## src/hdl/srsw_pkg.sv

```systemverilog
`timescale 1ns / 1ps
// ---------------------------------------------------------------------------
// srsw_pkg
// shared types, codes and default sizes of the selective repeat sender window
// ---------------------------------------------------------------------------
package srsw_pkg;

   localparam int WINDOW_SLOTS = 8;
   localparam int SEQ_BITS     = 16;
   localparam int PAYLOAD_BITS = 64;

   localparam int FIELD_SEQ_W     = 16;
   localparam int FIELD_PAYLOAD_W = 64;

   typedef enum logic [1:0] {
      CMD_SEND    = 2'd0,
      CMD_ACK     = 2'd1,
      CMD_TIMEOUT = 2'd2,
      CMD_NOP     = 2'd3
   } cmd_type;

   typedef enum logic [2:0] {
      STATUS_OK      = 3'd0,
      STATUS_FULL    = 3'd1,
      STATUS_BADSUM  = 3'd2,
      STATUS_OUTSIDE = 3'd3,
      STATUS_UNKNOWN = 3'd4
   } status_type;

   typedef enum logic [1:0] {
      ST_IDLE,
      ST_EXEC,
      ST_SLIDE
   } state_type;

   typedef struct packed {
      cmd_type                    cmd;
      logic [FIELD_PAYLOAD_W-1:0] payload_word;
      logic [FIELD_SEQ_W-1:0]     ack_number;
      logic                       ack_checksum_ok;
      logic [FIELD_SEQ_W-1:0]     expired_seq;
   } req_type;

   typedef struct packed {
      status_type                 status;
      logic                       send_valid;
      logic [FIELD_SEQ_W-1:0]     send_seq;
      logic [FIELD_PAYLOAD_W-1:0] send_payload;
      logic                       timer_start;
      logic                       timer_stop;
      logic [FIELD_SEQ_W-1:0]     timer_seq;
      logic                       window_waiting;
   } rsp_type;

   // sequencer strobes
   typedef struct packed {
      logic busy;
      logic accept;
      logic exec;
      logic slide_step;
   } ctrl_type;

   // datapath conditions seen by the sequencer
   typedef struct packed {
      logic slide_req;
      logic slide_more;
   } ctrl_stat_type;

endpackage

```

## src/hdl/srsw_ram.sv

```systemverilog
`timescale 1ns / 1ps
// ---------------------------------------------------------------------------
// srsw_ram
// simple dual port ram, one write and one registered read per cycle
// ---------------------------------------------------------------------------
module srsw_ram #(
   parameter int WIDTH = 64,
   parameter int DEPTH = 8
) (
   input  logic                     clock,
   input  logic                     wr_en,
   input  logic [$clog2(DEPTH)-1:0] wr_addr,
   input  logic [WIDTH-1:0]         wr_data,
   input  logic                     rd_en,
   input  logic [$clog2(DEPTH)-1:0] rd_addr,
   output logic [WIDTH-1:0]         rd_data
);

   logic [WIDTH-1:0] mem_ff [DEPTH];
   logic [WIDTH-1:0] rd_data_ff;

   always_ff @(posedge clock) begin
      if (wr_en) begin
         mem_ff[wr_addr] <= wr_data;
      end
      if (rd_en) begin
         rd_data_ff <= mem_ff[rd_addr];
      end
   end

   assign rd_data = rd_data_ff;

endmodule

```

## src/hdl/srsw_ctrl.sv

```systemverilog
`timescale 1ns / 1ps
// ---------------------------------------------------------------------------
// srsw_ctrl
// command sequencer: accept, execute, then after a base ack slide the window one slot a cycle
// ---------------------------------------------------------------------------
module srsw_ctrl (
   input  logic                   clock,
   input  logic                   reset,
   input  logic                   start,
   input  srsw_pkg::ctrl_stat_type stat,
   output srsw_pkg::ctrl_type     ctrl
);

   srsw_pkg::state_type state_ff;
   srsw_pkg::state_type state_in;

   always_comb begin
      state_in = state_ff;
      case (state_ff)
         srsw_pkg::ST_IDLE: begin
            if (start) begin
               state_in = srsw_pkg::ST_EXEC;
            end
         end
         srsw_pkg::ST_EXEC: begin
            state_in = stat.slide_req ? srsw_pkg::ST_SLIDE : srsw_pkg::ST_IDLE;
         end
         srsw_pkg::ST_SLIDE: begin
            if (!stat.slide_more) begin
               state_in = srsw_pkg::ST_IDLE;
            end
         end
         default: begin
            state_in = srsw_pkg::ST_IDLE;
         end
      endcase
   end

   always_comb begin
      ctrl = '0;
      case (state_ff)
         srsw_pkg::ST_IDLE: begin
            ctrl.accept = start;
         end
         srsw_pkg::ST_EXEC: begin
            ctrl.busy = 1'b1;
            ctrl.exec = 1'b1;
         end
         srsw_pkg::ST_SLIDE: begin
            ctrl.busy       = 1'b1;
            ctrl.slide_step = stat.slide_more;
         end
         default: begin
            ctrl.busy = 1'b1;
         end
      endcase
   end

   always_ff @(posedge clock) begin
      if (reset) begin
         state_ff <= srsw_pkg::ST_IDLE;
      end else begin
         state_ff <= state_in;
      end
   end

endmodule

```

## src/hdl/selective_repeat_sender_window.sv

```systemverilog
`timescale 1ns / 1ps
// ---------------------------------------------------------------------------
// selective_repeat_sender_window
// sender side window of a selective repeat arq link
// ---------------------------------------------------------------------------
// A command is taken on a clock edge where start is high and busy is low.
// Every command gives exactly one response, shown on rsp_data for a single
// cycle with rsp_strobe high; the receiver cannot stall, so it must take the
// transfer in that cycle. In the accept cycle of a command the slot index is
// worked out and the payload memory read is launched; in the next cycle the
// window state is updated and the response is registered, and the response
// appears in the cycle after that, when, unless the window slides, the next
// command can already be accepted. An acknowledgement of the base sequence
// number holds busy while the window slides past each acknowledged slot at
// the base and then finds the scan done, since the acknowledge bits are
// scanned one slot per cycle. The payload store needs no clearing pass after
// reset.
// ---------------------------------------------------------------------------
module selective_repeat_sender_window #(
   parameter int WINDOW_SLOTS = srsw_pkg::WINDOW_SLOTS,
   parameter int SEQ_BITS     = srsw_pkg::SEQ_BITS,
   parameter int PAYLOAD_BITS = srsw_pkg::PAYLOAD_BITS
) (
   input  logic              clock,
   input  logic              reset,
   input  logic              start,
   output logic              busy,
   input  srsw_pkg::req_type req_data,
   output logic              rsp_strobe,
   output srsw_pkg::rsp_type rsp_data
);

   localparam int IW    = $clog2(WINDOW_SLOTS);
   localparam int CW    = $clog2(WINDOW_SLOTS + 1);
   localparam int CMP_W = (SEQ_BITS > CW) ? SEQ_BITS : CW;
   localparam int SW    = srsw_pkg::FIELD_SEQ_W;
   localparam int PW    = srsw_pkg::FIELD_PAYLOAD_W;

   srsw_pkg::ctrl_type      ctrl;
   srsw_pkg::ctrl_stat_type stat;

   // window state
   logic [SEQ_BITS-1:0]     base_seq_ff, base_seq_in;
   logic [SEQ_BITS-1:0]     next_seq_ff, next_seq_in;
   logic [CW-1:0]           count_ff, count_in;
   logic [IW-1:0]           base_ptr_ff, base_ptr_in;
   logic                    waiting_ff, waiting_in;
   logic [WINDOW_SLOTS-1:0] acked_ff, acked_in;

   // captured command
   srsw_pkg::cmd_type       cmd_ff;
   logic [PAYLOAD_BITS-1:0] payload_ff;
   logic                    sum_ok_ff;
   logic [SEQ_BITS-1:0]     seq_ff;
   logic                    hit_ff;
   logic                    at_base_ff;
   logic [IW-1:0]           idx_ff;

   // response register
   srsw_pkg::rsp_type       rsp_ff, rsp_in;
   logic                    strobe_ff;

   // accept time offset and slot lookup
   logic [SEQ_BITS-1:0]     sel_seq;
   logic [SEQ_BITS-1:0]     off;
   logic [CMP_W-1:0]        off_cmp;
   logic                    in_win;
   logic [IW:0]             idx_sum;
   logic [IW-1:0]           idx;

   // payload memory
   logic                    mem_we;
   logic [IW-1:0]           wr_idx;
   logic [IW:0]             wr_sum;
   logic [PAYLOAD_BITS-1:0] rd_payload;

   logic                    full;
   logic                    slide_more;

   always_comb begin
      sel_seq = (req_data.cmd == srsw_pkg::CMD_ACK) ? SEQ_BITS'(req_data.ack_number)
                                                    : SEQ_BITS'(req_data.expired_seq);
      off     = sel_seq - base_seq_ff;
      off_cmp = CMP_W'(off);
      in_win  = off_cmp < CMP_W'(count_ff);
      // physical slot = base pointer + offset, wrapped once
      idx_sum = (IW + 1)'(base_ptr_ff) + (IW + 1)'(off_cmp[IW-1:0]);
      if (idx_sum >= (IW + 1)'(WINDOW_SLOTS)) begin
         idx = IW'(idx_sum - (IW + 1)'(WINDOW_SLOTS));
      end else begin
         idx = IW'(idx_sum);
      end
   end

   always_comb begin
      wr_sum = (IW + 1)'(base_ptr_ff) + (IW + 1)'(count_ff[IW-1:0]);
      if (wr_sum >= (IW + 1)'(WINDOW_SLOTS)) begin
         wr_idx = IW'(wr_sum - (IW + 1)'(WINDOW_SLOTS));
      end else begin
         wr_idx = IW'(wr_sum);
      end
   end

   assign full       = count_ff >= CW'(WINDOW_SLOTS);
   assign slide_more = (count_ff != '0) && acked_ff[base_ptr_ff];

   assign stat.slide_req  = (cmd_ff == srsw_pkg::CMD_ACK) && sum_ok_ff && hit_ff
                            && at_base_ff;
   assign stat.slide_more = slide_more;

   srsw_ctrl u_ctrl (
      .clock (clock),
      .reset (reset),
      .start (start),
      .stat  (stat),
      .ctrl  (ctrl)
   );

   srsw_ram #(
      .WIDTH (PAYLOAD_BITS),
      .DEPTH (WINDOW_SLOTS)
   ) u_payload_ram (
      .clock   (clock),
      .wr_en   (mem_we),
      .wr_addr (wr_idx),
      .wr_data (payload_ff),
      .rd_en   (ctrl.accept),
      .rd_addr (idx),
      .rd_data (rd_payload)
   );

   // execute and slide
   always_comb begin
      base_seq_in = base_seq_ff;
      next_seq_in = next_seq_ff;
      count_in    = count_ff;
      base_ptr_in = base_ptr_ff;
      waiting_in  = waiting_ff;
      acked_in    = acked_ff;
      mem_we      = 1'b0;
      rsp_in      = '0;

      if (ctrl.exec) begin
         case (cmd_ff)
            srsw_pkg::CMD_SEND: begin
               if (waiting_ff || full) begin
                  rsp_in.status = srsw_pkg::STATUS_FULL;
                  if (full) begin
                     waiting_in = 1'b1;
                  end
               end else begin
                  mem_we              = 1'b1;
                  acked_in[wr_idx]    = 1'b0;
                  count_in            = count_ff + CW'(1);
                  next_seq_in         = next_seq_ff + SEQ_BITS'(1);
                  waiting_in          = (count_ff + CW'(1)) >= CW'(WINDOW_SLOTS);
                  rsp_in.send_valid   = 1'b1;
                  rsp_in.send_seq     = SW'(next_seq_ff);
                  rsp_in.send_payload = PW'(payload_ff);
                  rsp_in.timer_start  = 1'b1;
                  rsp_in.timer_seq    = SW'(next_seq_ff);
               end
            end
            srsw_pkg::CMD_ACK: begin
               if (!sum_ok_ff) begin
                  rsp_in.status = srsw_pkg::STATUS_BADSUM;
               end else if (!hit_ff) begin
                  rsp_in.status = srsw_pkg::STATUS_OUTSIDE;
               end else begin
                  acked_in[idx_ff]  = 1'b1;
                  rsp_in.timer_stop = 1'b1;
                  rsp_in.timer_seq  = SW'(seq_ff);
                  if (at_base_ff) begin
                     waiting_in = 1'b0;
                  end
               end
            end
            srsw_pkg::CMD_TIMEOUT: begin
               if (!hit_ff) begin
                  rsp_in.status = srsw_pkg::STATUS_UNKNOWN;
               end else begin
                  rsp_in.send_valid   = 1'b1;
                  rsp_in.send_seq     = SW'(seq_ff);
                  rsp_in.send_payload = PW'(rd_payload);
                  rsp_in.timer_start  = 1'b1;
                  rsp_in.timer_stop   = 1'b1;
                  rsp_in.timer_seq    = SW'(seq_ff);
               end
            end
            default: begin
            end
         endcase
         rsp_in.window_waiting = waiting_in;
      end

      // retire one acknowledged slot at the base
      if (ctrl.slide_step) begin
         acked_in[base_ptr_ff] = 1'b0;
         count_in              = count_ff - CW'(1);
         base_seq_in           = base_seq_ff + SEQ_BITS'(1);
         if (base_ptr_ff == IW'(WINDOW_SLOTS - 1)) begin
            base_ptr_in = '0;
         end else begin
            base_ptr_in = base_ptr_ff + IW'(1);
         end
      end
   end

   always_ff @(posedge clock) begin
      if (reset) begin
         base_seq_ff <= SEQ_BITS'(1);
         next_seq_ff <= SEQ_BITS'(1);
         count_ff    <= '0;
         base_ptr_ff <= '0;
         waiting_ff  <= 1'b0;
         acked_ff    <= '0;
         strobe_ff   <= 1'b0;
      end else begin
         base_seq_ff <= base_seq_in;
         next_seq_ff <= next_seq_in;
         count_ff    <= count_in;
         base_ptr_ff <= base_ptr_in;
         waiting_ff  <= waiting_in;
         acked_ff    <= acked_in;
         strobe_ff   <= ctrl.exec;
      end
   end

   // command capture and response payload
   always_ff @(posedge clock) begin
      if (ctrl.accept) begin
         cmd_ff     <= req_data.cmd;
         payload_ff <= req_data.payload_word[PAYLOAD_BITS-1:0];
         sum_ok_ff  <= req_data.ack_checksum_ok;
         seq_ff     <= sel_seq;
         hit_ff     <= in_win;
         at_base_ff <= (off == '0);
         idx_ff     <= idx;
      end
      if (ctrl.exec) begin
         rsp_ff <= rsp_in;
      end
   end

   assign busy       = ctrl.busy;
   assign rsp_strobe = strobe_ff;
   assign rsp_data   = rsp_ff;

   // occupancy never exceeds the window
   a_count_bound: assert property (@(posedge clock) disable iff (reset)
      count_ff <= CW'(WINDOW_SLOTS))
      else $error("window occupancy above slot count");

   // next sequence number tracks base plus occupancy
   a_seq_track: assert property (@(posedge clock) disable iff (reset)
      next_seq_ff == base_seq_ff + SEQ_BITS'(count_ff))
      else $error("next sequence out of step with window base");

   // a packet only goes out with an ok status
   a_send_ok: assert property (@(posedge clock) disable iff (reset)
      rsp_strobe && rsp_data.send_valid |-> rsp_data.status == srsw_pkg::STATUS_OK)
      else $error("packet sent with error status");

   // sliding only happens after the base ack cleared waiting
   a_slide_nowait: assert property (@(posedge clock) disable iff (reset)
      ctrl.slide_step |-> !waiting_ff)
      else $error("window slide while waiting");

   // a response follows each executed command in the next cycle
   a_rsp_follow: assert property (@(posedge clock) disable iff (reset)
      ctrl.exec |=> rsp_strobe)
      else $error("executed command gave no response");

endmodule
```

## config.mk

```make
export PLATFORM = sky130hd
export DESIGN_NAME = selective_repeat_sender_window
export DESIGN_NICKNAME = d
export VERILOG_FILES = /design/src/hdl/srsw_pkg.sv /design/src/hdl/srsw_ram.sv /design/src/hdl/srsw_ctrl.sv /design/src/hdl/selective_repeat_sender_window.sv
export SDC_FILE = /design/constraint.sdc
export NUM_CORES = 1
export LEC_CHECK = 0
export BUFFER_PORTS_ARGS = -buffer_cell sky130_fd_sc_hd__buf_2
export CAP_MARGIN = 10
export CORE_MARGIN = 4
export CORE_UTILIZATION = 38
export CTS_BUF_LIST = sky130_fd_sc_hd__clkbuf_8
export DETAILED_ROUTE_END_ITERATION = 10
export PLACE_DENSITY = 0.65
export SYNTH_ARGS = -nofsm -noshare
export SYNTH_HDL_FRONTEND = slang
export SYNTH_SLANG_ARGS = --single-unit
```

## constraint.sdc

```tcl
create_clock -name clock -period 13.6 [get_ports clock]
set_input_delay 1.36 -clock clock [delete_from_list [all_inputs] [get_ports clock]]
set_output_delay 1.36 -clock clock [all_outputs]
set_load 0.05 [all_outputs]
```

==> results.sh <==
export IMPL_root_buffer="clkbuf_8"
export IMPL_synth_cell_types=64
export IMPL_finalMaxSlewViolations=0
export IMPL_grt_pass1_wl_um=108000
export IMPL_final_nets=2167
export IMPL_diodes=0
export IMPL_finalHoldViolations=0
export IMPL_crit_path_max_fanout=68
export IMPL_core_um2=82400
export IMPL_vias_per_cell=5.25
export IMPL_fin_ws_ns=7.65
export IMPL_post_cts_buffers=0
export IMPL_drive_above_1_share_pct=26.4
export IMPL_firstDrtPassIters=5
export IMPL_yosysWarnings=0
export IMPL_port_buffers=206
export IMPL_vias=16819
export IMPL_end_kind="flip-flop"
export IMPL_setup_viol_count_final=0
export IMPL_clk_path_buf_depth=3
export IMPL_place_ws_ns=6.81
export IMPL_status="finished clean"
export IMPL_cp_data_required_time_ns=14.10
export IMPL_syn_nets=1890
export IMPL_drc_errors=0
export IMPL_power_leakage_nw=12.6
export IMPL_arrival_ns=6.45
export IMPL_drt_wl_total_um=72100
export IMPL_synthArstFlopShare_pct=0
export IMPL_path_class="input port to flip-flop"
export IMPL_clkTransAtPathRegs_ns=0.06
export IMPL_synth_cells=1755
export IMPL_finalCritPeriodShare_pct=43.7
export IMPL_detailed_place_hpwl_um=39500
export IMPL_numCtsBuffers=134
export IMPL_min_period_ns=5.95
export IMPL_cts_tree="done"
export IMPL_grtUsageTotal_pct=16.4
export IMPL_grt_max_degree=153
export IMPL_synth_edf_count=766
export IMPL_ctsResizeCount=0
export IMPL_synth_area_um2=31700
export IMPL_ys_dominant_reg_cell="edfxtp_1"
export IMPL_totalPowerFinal_mw=5.30
export IMPL_drv_cap=0
export IMPL_die_height_um=297
export IMPL_synth_seq_cells=817
export IMPL_drtIter0Drc=1557
export IMPL_worst_pin_slew_ns=1.25
export IMPL_ioPinCount=207
export IMPL_syn_to_final_growth_pct=15.2
export IMPL_cts_sinks=817
export IMPL_fmax_mhz=168
export IMPL_die_w_um=297
export IMPL_hp_class="flip-flop to flip-flop"
export IMPL_overflow=0
export IMPL_rsz0062_at_grt="no"
export IMPL_rows=105
export IMPL_holdBufCountCts=0
export IMPL_place_gp_congestion=0.834
export IMPL_syn_avg_cell_area_um2=18.0
export IMPL_clock_skew_ns=0.0682
export IMPL_power_density_nw_per_um2=145
export IMPL_grt_pass1_vias=17586
export IMPL_dieArea_um2=88000
export IMPL_antenna_found_initial=3
export IMPL_wl_per_cell_um=22.5
export IMPL_finalSetupTns_ns=0
export IMPL_drtAntennaViolNets=0
export IMPL_maxSlewHeadroom_pct=16.2
export IMPL_htree_levels=4
export IMPL_ys_seq_area_share_pct=75.9
export IMPL_initial_core_util_pct=38.4
export IMPL_irDropWorstVdd_mv=0.0981
export IMPL_start_kind="input port"
export IMPL_clock_latency_ns=0.81
-- metal layers --
metal	global-route usage (%)	routed length, µm
met4	6.08	1830
met2	26.9	35100
met3	3.33	4440
met1	21.9	30700
met5	0	27
-- per-stage QoR --
| stage | cells | hold slack, ns | utilization, % | instance area [µm²] |
|---|---|---|---|---|
| 2_1_floorplan | 1755 | 0.456 | - | 31700 |
| 3_3_place_gp | 2966 | 0.488 | 41.3 | 34000 |
| 3_5_place_dp | 2966 | 0.494 | 41.3 | 34000 |
| 4_1_cts | 3205 | 0.487 | 44.3 | 36500 |
| 5_1_grt | 3205 | 0.529 | 44.3 | 36500 |
| 6_report | 3205 | 0.501 | 44.3 | 36500 |
-- placed cells by master (no fill, tap or decap), types with 13 or more instances in the layout --
master / n
a22o_1: 80
nand3_1: 16
clkinv_1: 30
buf_4: 23
inv_1: 76
nand2_1: 228
mux4_2: 130
xnor2_1: 27
edfxtp_1: 766
o21ai_0: 16
nand2b_1: 15
clkbuf_8: 135
ha_1: 29
nor2_1: 73
a21oi_1: 22
xor2_1: 13
a22oi_1: 18
buf_2: 206
dfxtp_1: 51
mux2_2: 14
-- final cells by class --
cell class | count | area (µm²)
multi-input combinational | 814 | 7260
tap | 1070 | 1340
timing repair buffer | 230 | 1220
sequential | 817 | 24000
inverter | 35 | 133
clock inverter | 104 | 639
clock buffer | 135 | 1860
fill | 7093 | 45900
-- path summary, 6_finish.rpt --
kind              slack, ns  depth (start not counted)                               endpoint                           startpoint
setup / recovery       7.65                         15    u_payload_ram.rd_data[40]$_DFFE_PP_                         req_data[98]
hold / removal         0.50                          1                 rsp_data[81]$_DFFE_PP_  u_payload_ram.rd_data[62]$_DFFE_PP_
setup reg to reg       8.55                         10  u_payload_ram.mem_ff[4][45]$_DFFE_PP_                  cmd_ff[1]$_DFFE_PP_
hold reg to reg        0.50                          1                 rsp_data[81]$_DFFE_PP_  u_payload_ram.rd_data[62]$_DFFE_PP_
-- report_power, final --
part | internal, mW | switching (mW)
clock network | 1.01 | 0.999
registers | 2.83 | 0.0481
logic | 0.151 | 0.258
total | 3.99 | 1.31
-- logic make-up (layout without fill, tap and decap cells) --
family	after synthesis	after routing	share of synthesized area (%)
flip-flops	817	817	75.9
adder cells (fa/ha/maj)	33	33	1.38
multiplexers	151	151	9.97
buffers and inverters	124	504	1.52
AO/OA/AOI/OAI	182	182	4.47
XOR/XNOR	41	41	1.13
AND/OR/NAND/NOR	407	407	5.64
-- registers in the layout, indices dropped and copies added (netlist names), 4 cells and up --
name / cells
rsp_data: 102
u_payload_ram.rd_data: 64
base_seq_ff: 16
u_payload_ram.mem_ff: 512
payload_ff: 64
acked_ff: 8
seq_ff: 16
count_ff: 4
next_seq_ff: 16
-- worst max-delay path: stages --
cell,delay (ns)
buf_2,0.09
nand2b_1,0.66
mux2i_1,0.32
ha_1,0.21
inv_1,0.05
fa_1,0.51
inv_1,0.08
fa_4,0.47
xnor2_1,0.23
xnor2_2,0.14
buf_4,0.78
buf_4,0.89
mux4_2,0.42
nand2_1,0.08
nand2_1,0.07
-- Yosys cell counts (8+ instances only) --
cell      number  share of area (%)
mux2_2        14               0.50
buf_1         25               0.30
edfxtp_1     766                 73
clkbuf_1      53               0.63
o21ai_0       16               0.25
nor2b_1       11               0.22
nor2_1        80               0.95
mux4_2       130                9.2
nand2b_1      15               0.30
xor2_1        13               0.36
nor3_1         9               0.14
nand4_1       11               0.22
and3_1         8               0.16
a21oi_1       22               0.35
a22oi_1       18               0.43
xnor2_1       28               0.77
inv_1         33               0.39
ha_1          30                1.2
buf_2         10               0.16
dfxtp_1       51                3.2
a22o_1        80                2.2
nand3_1       16               0.25
nand2_1      228                2.7
Note: power is estimated with default switching activity, not from simulation.
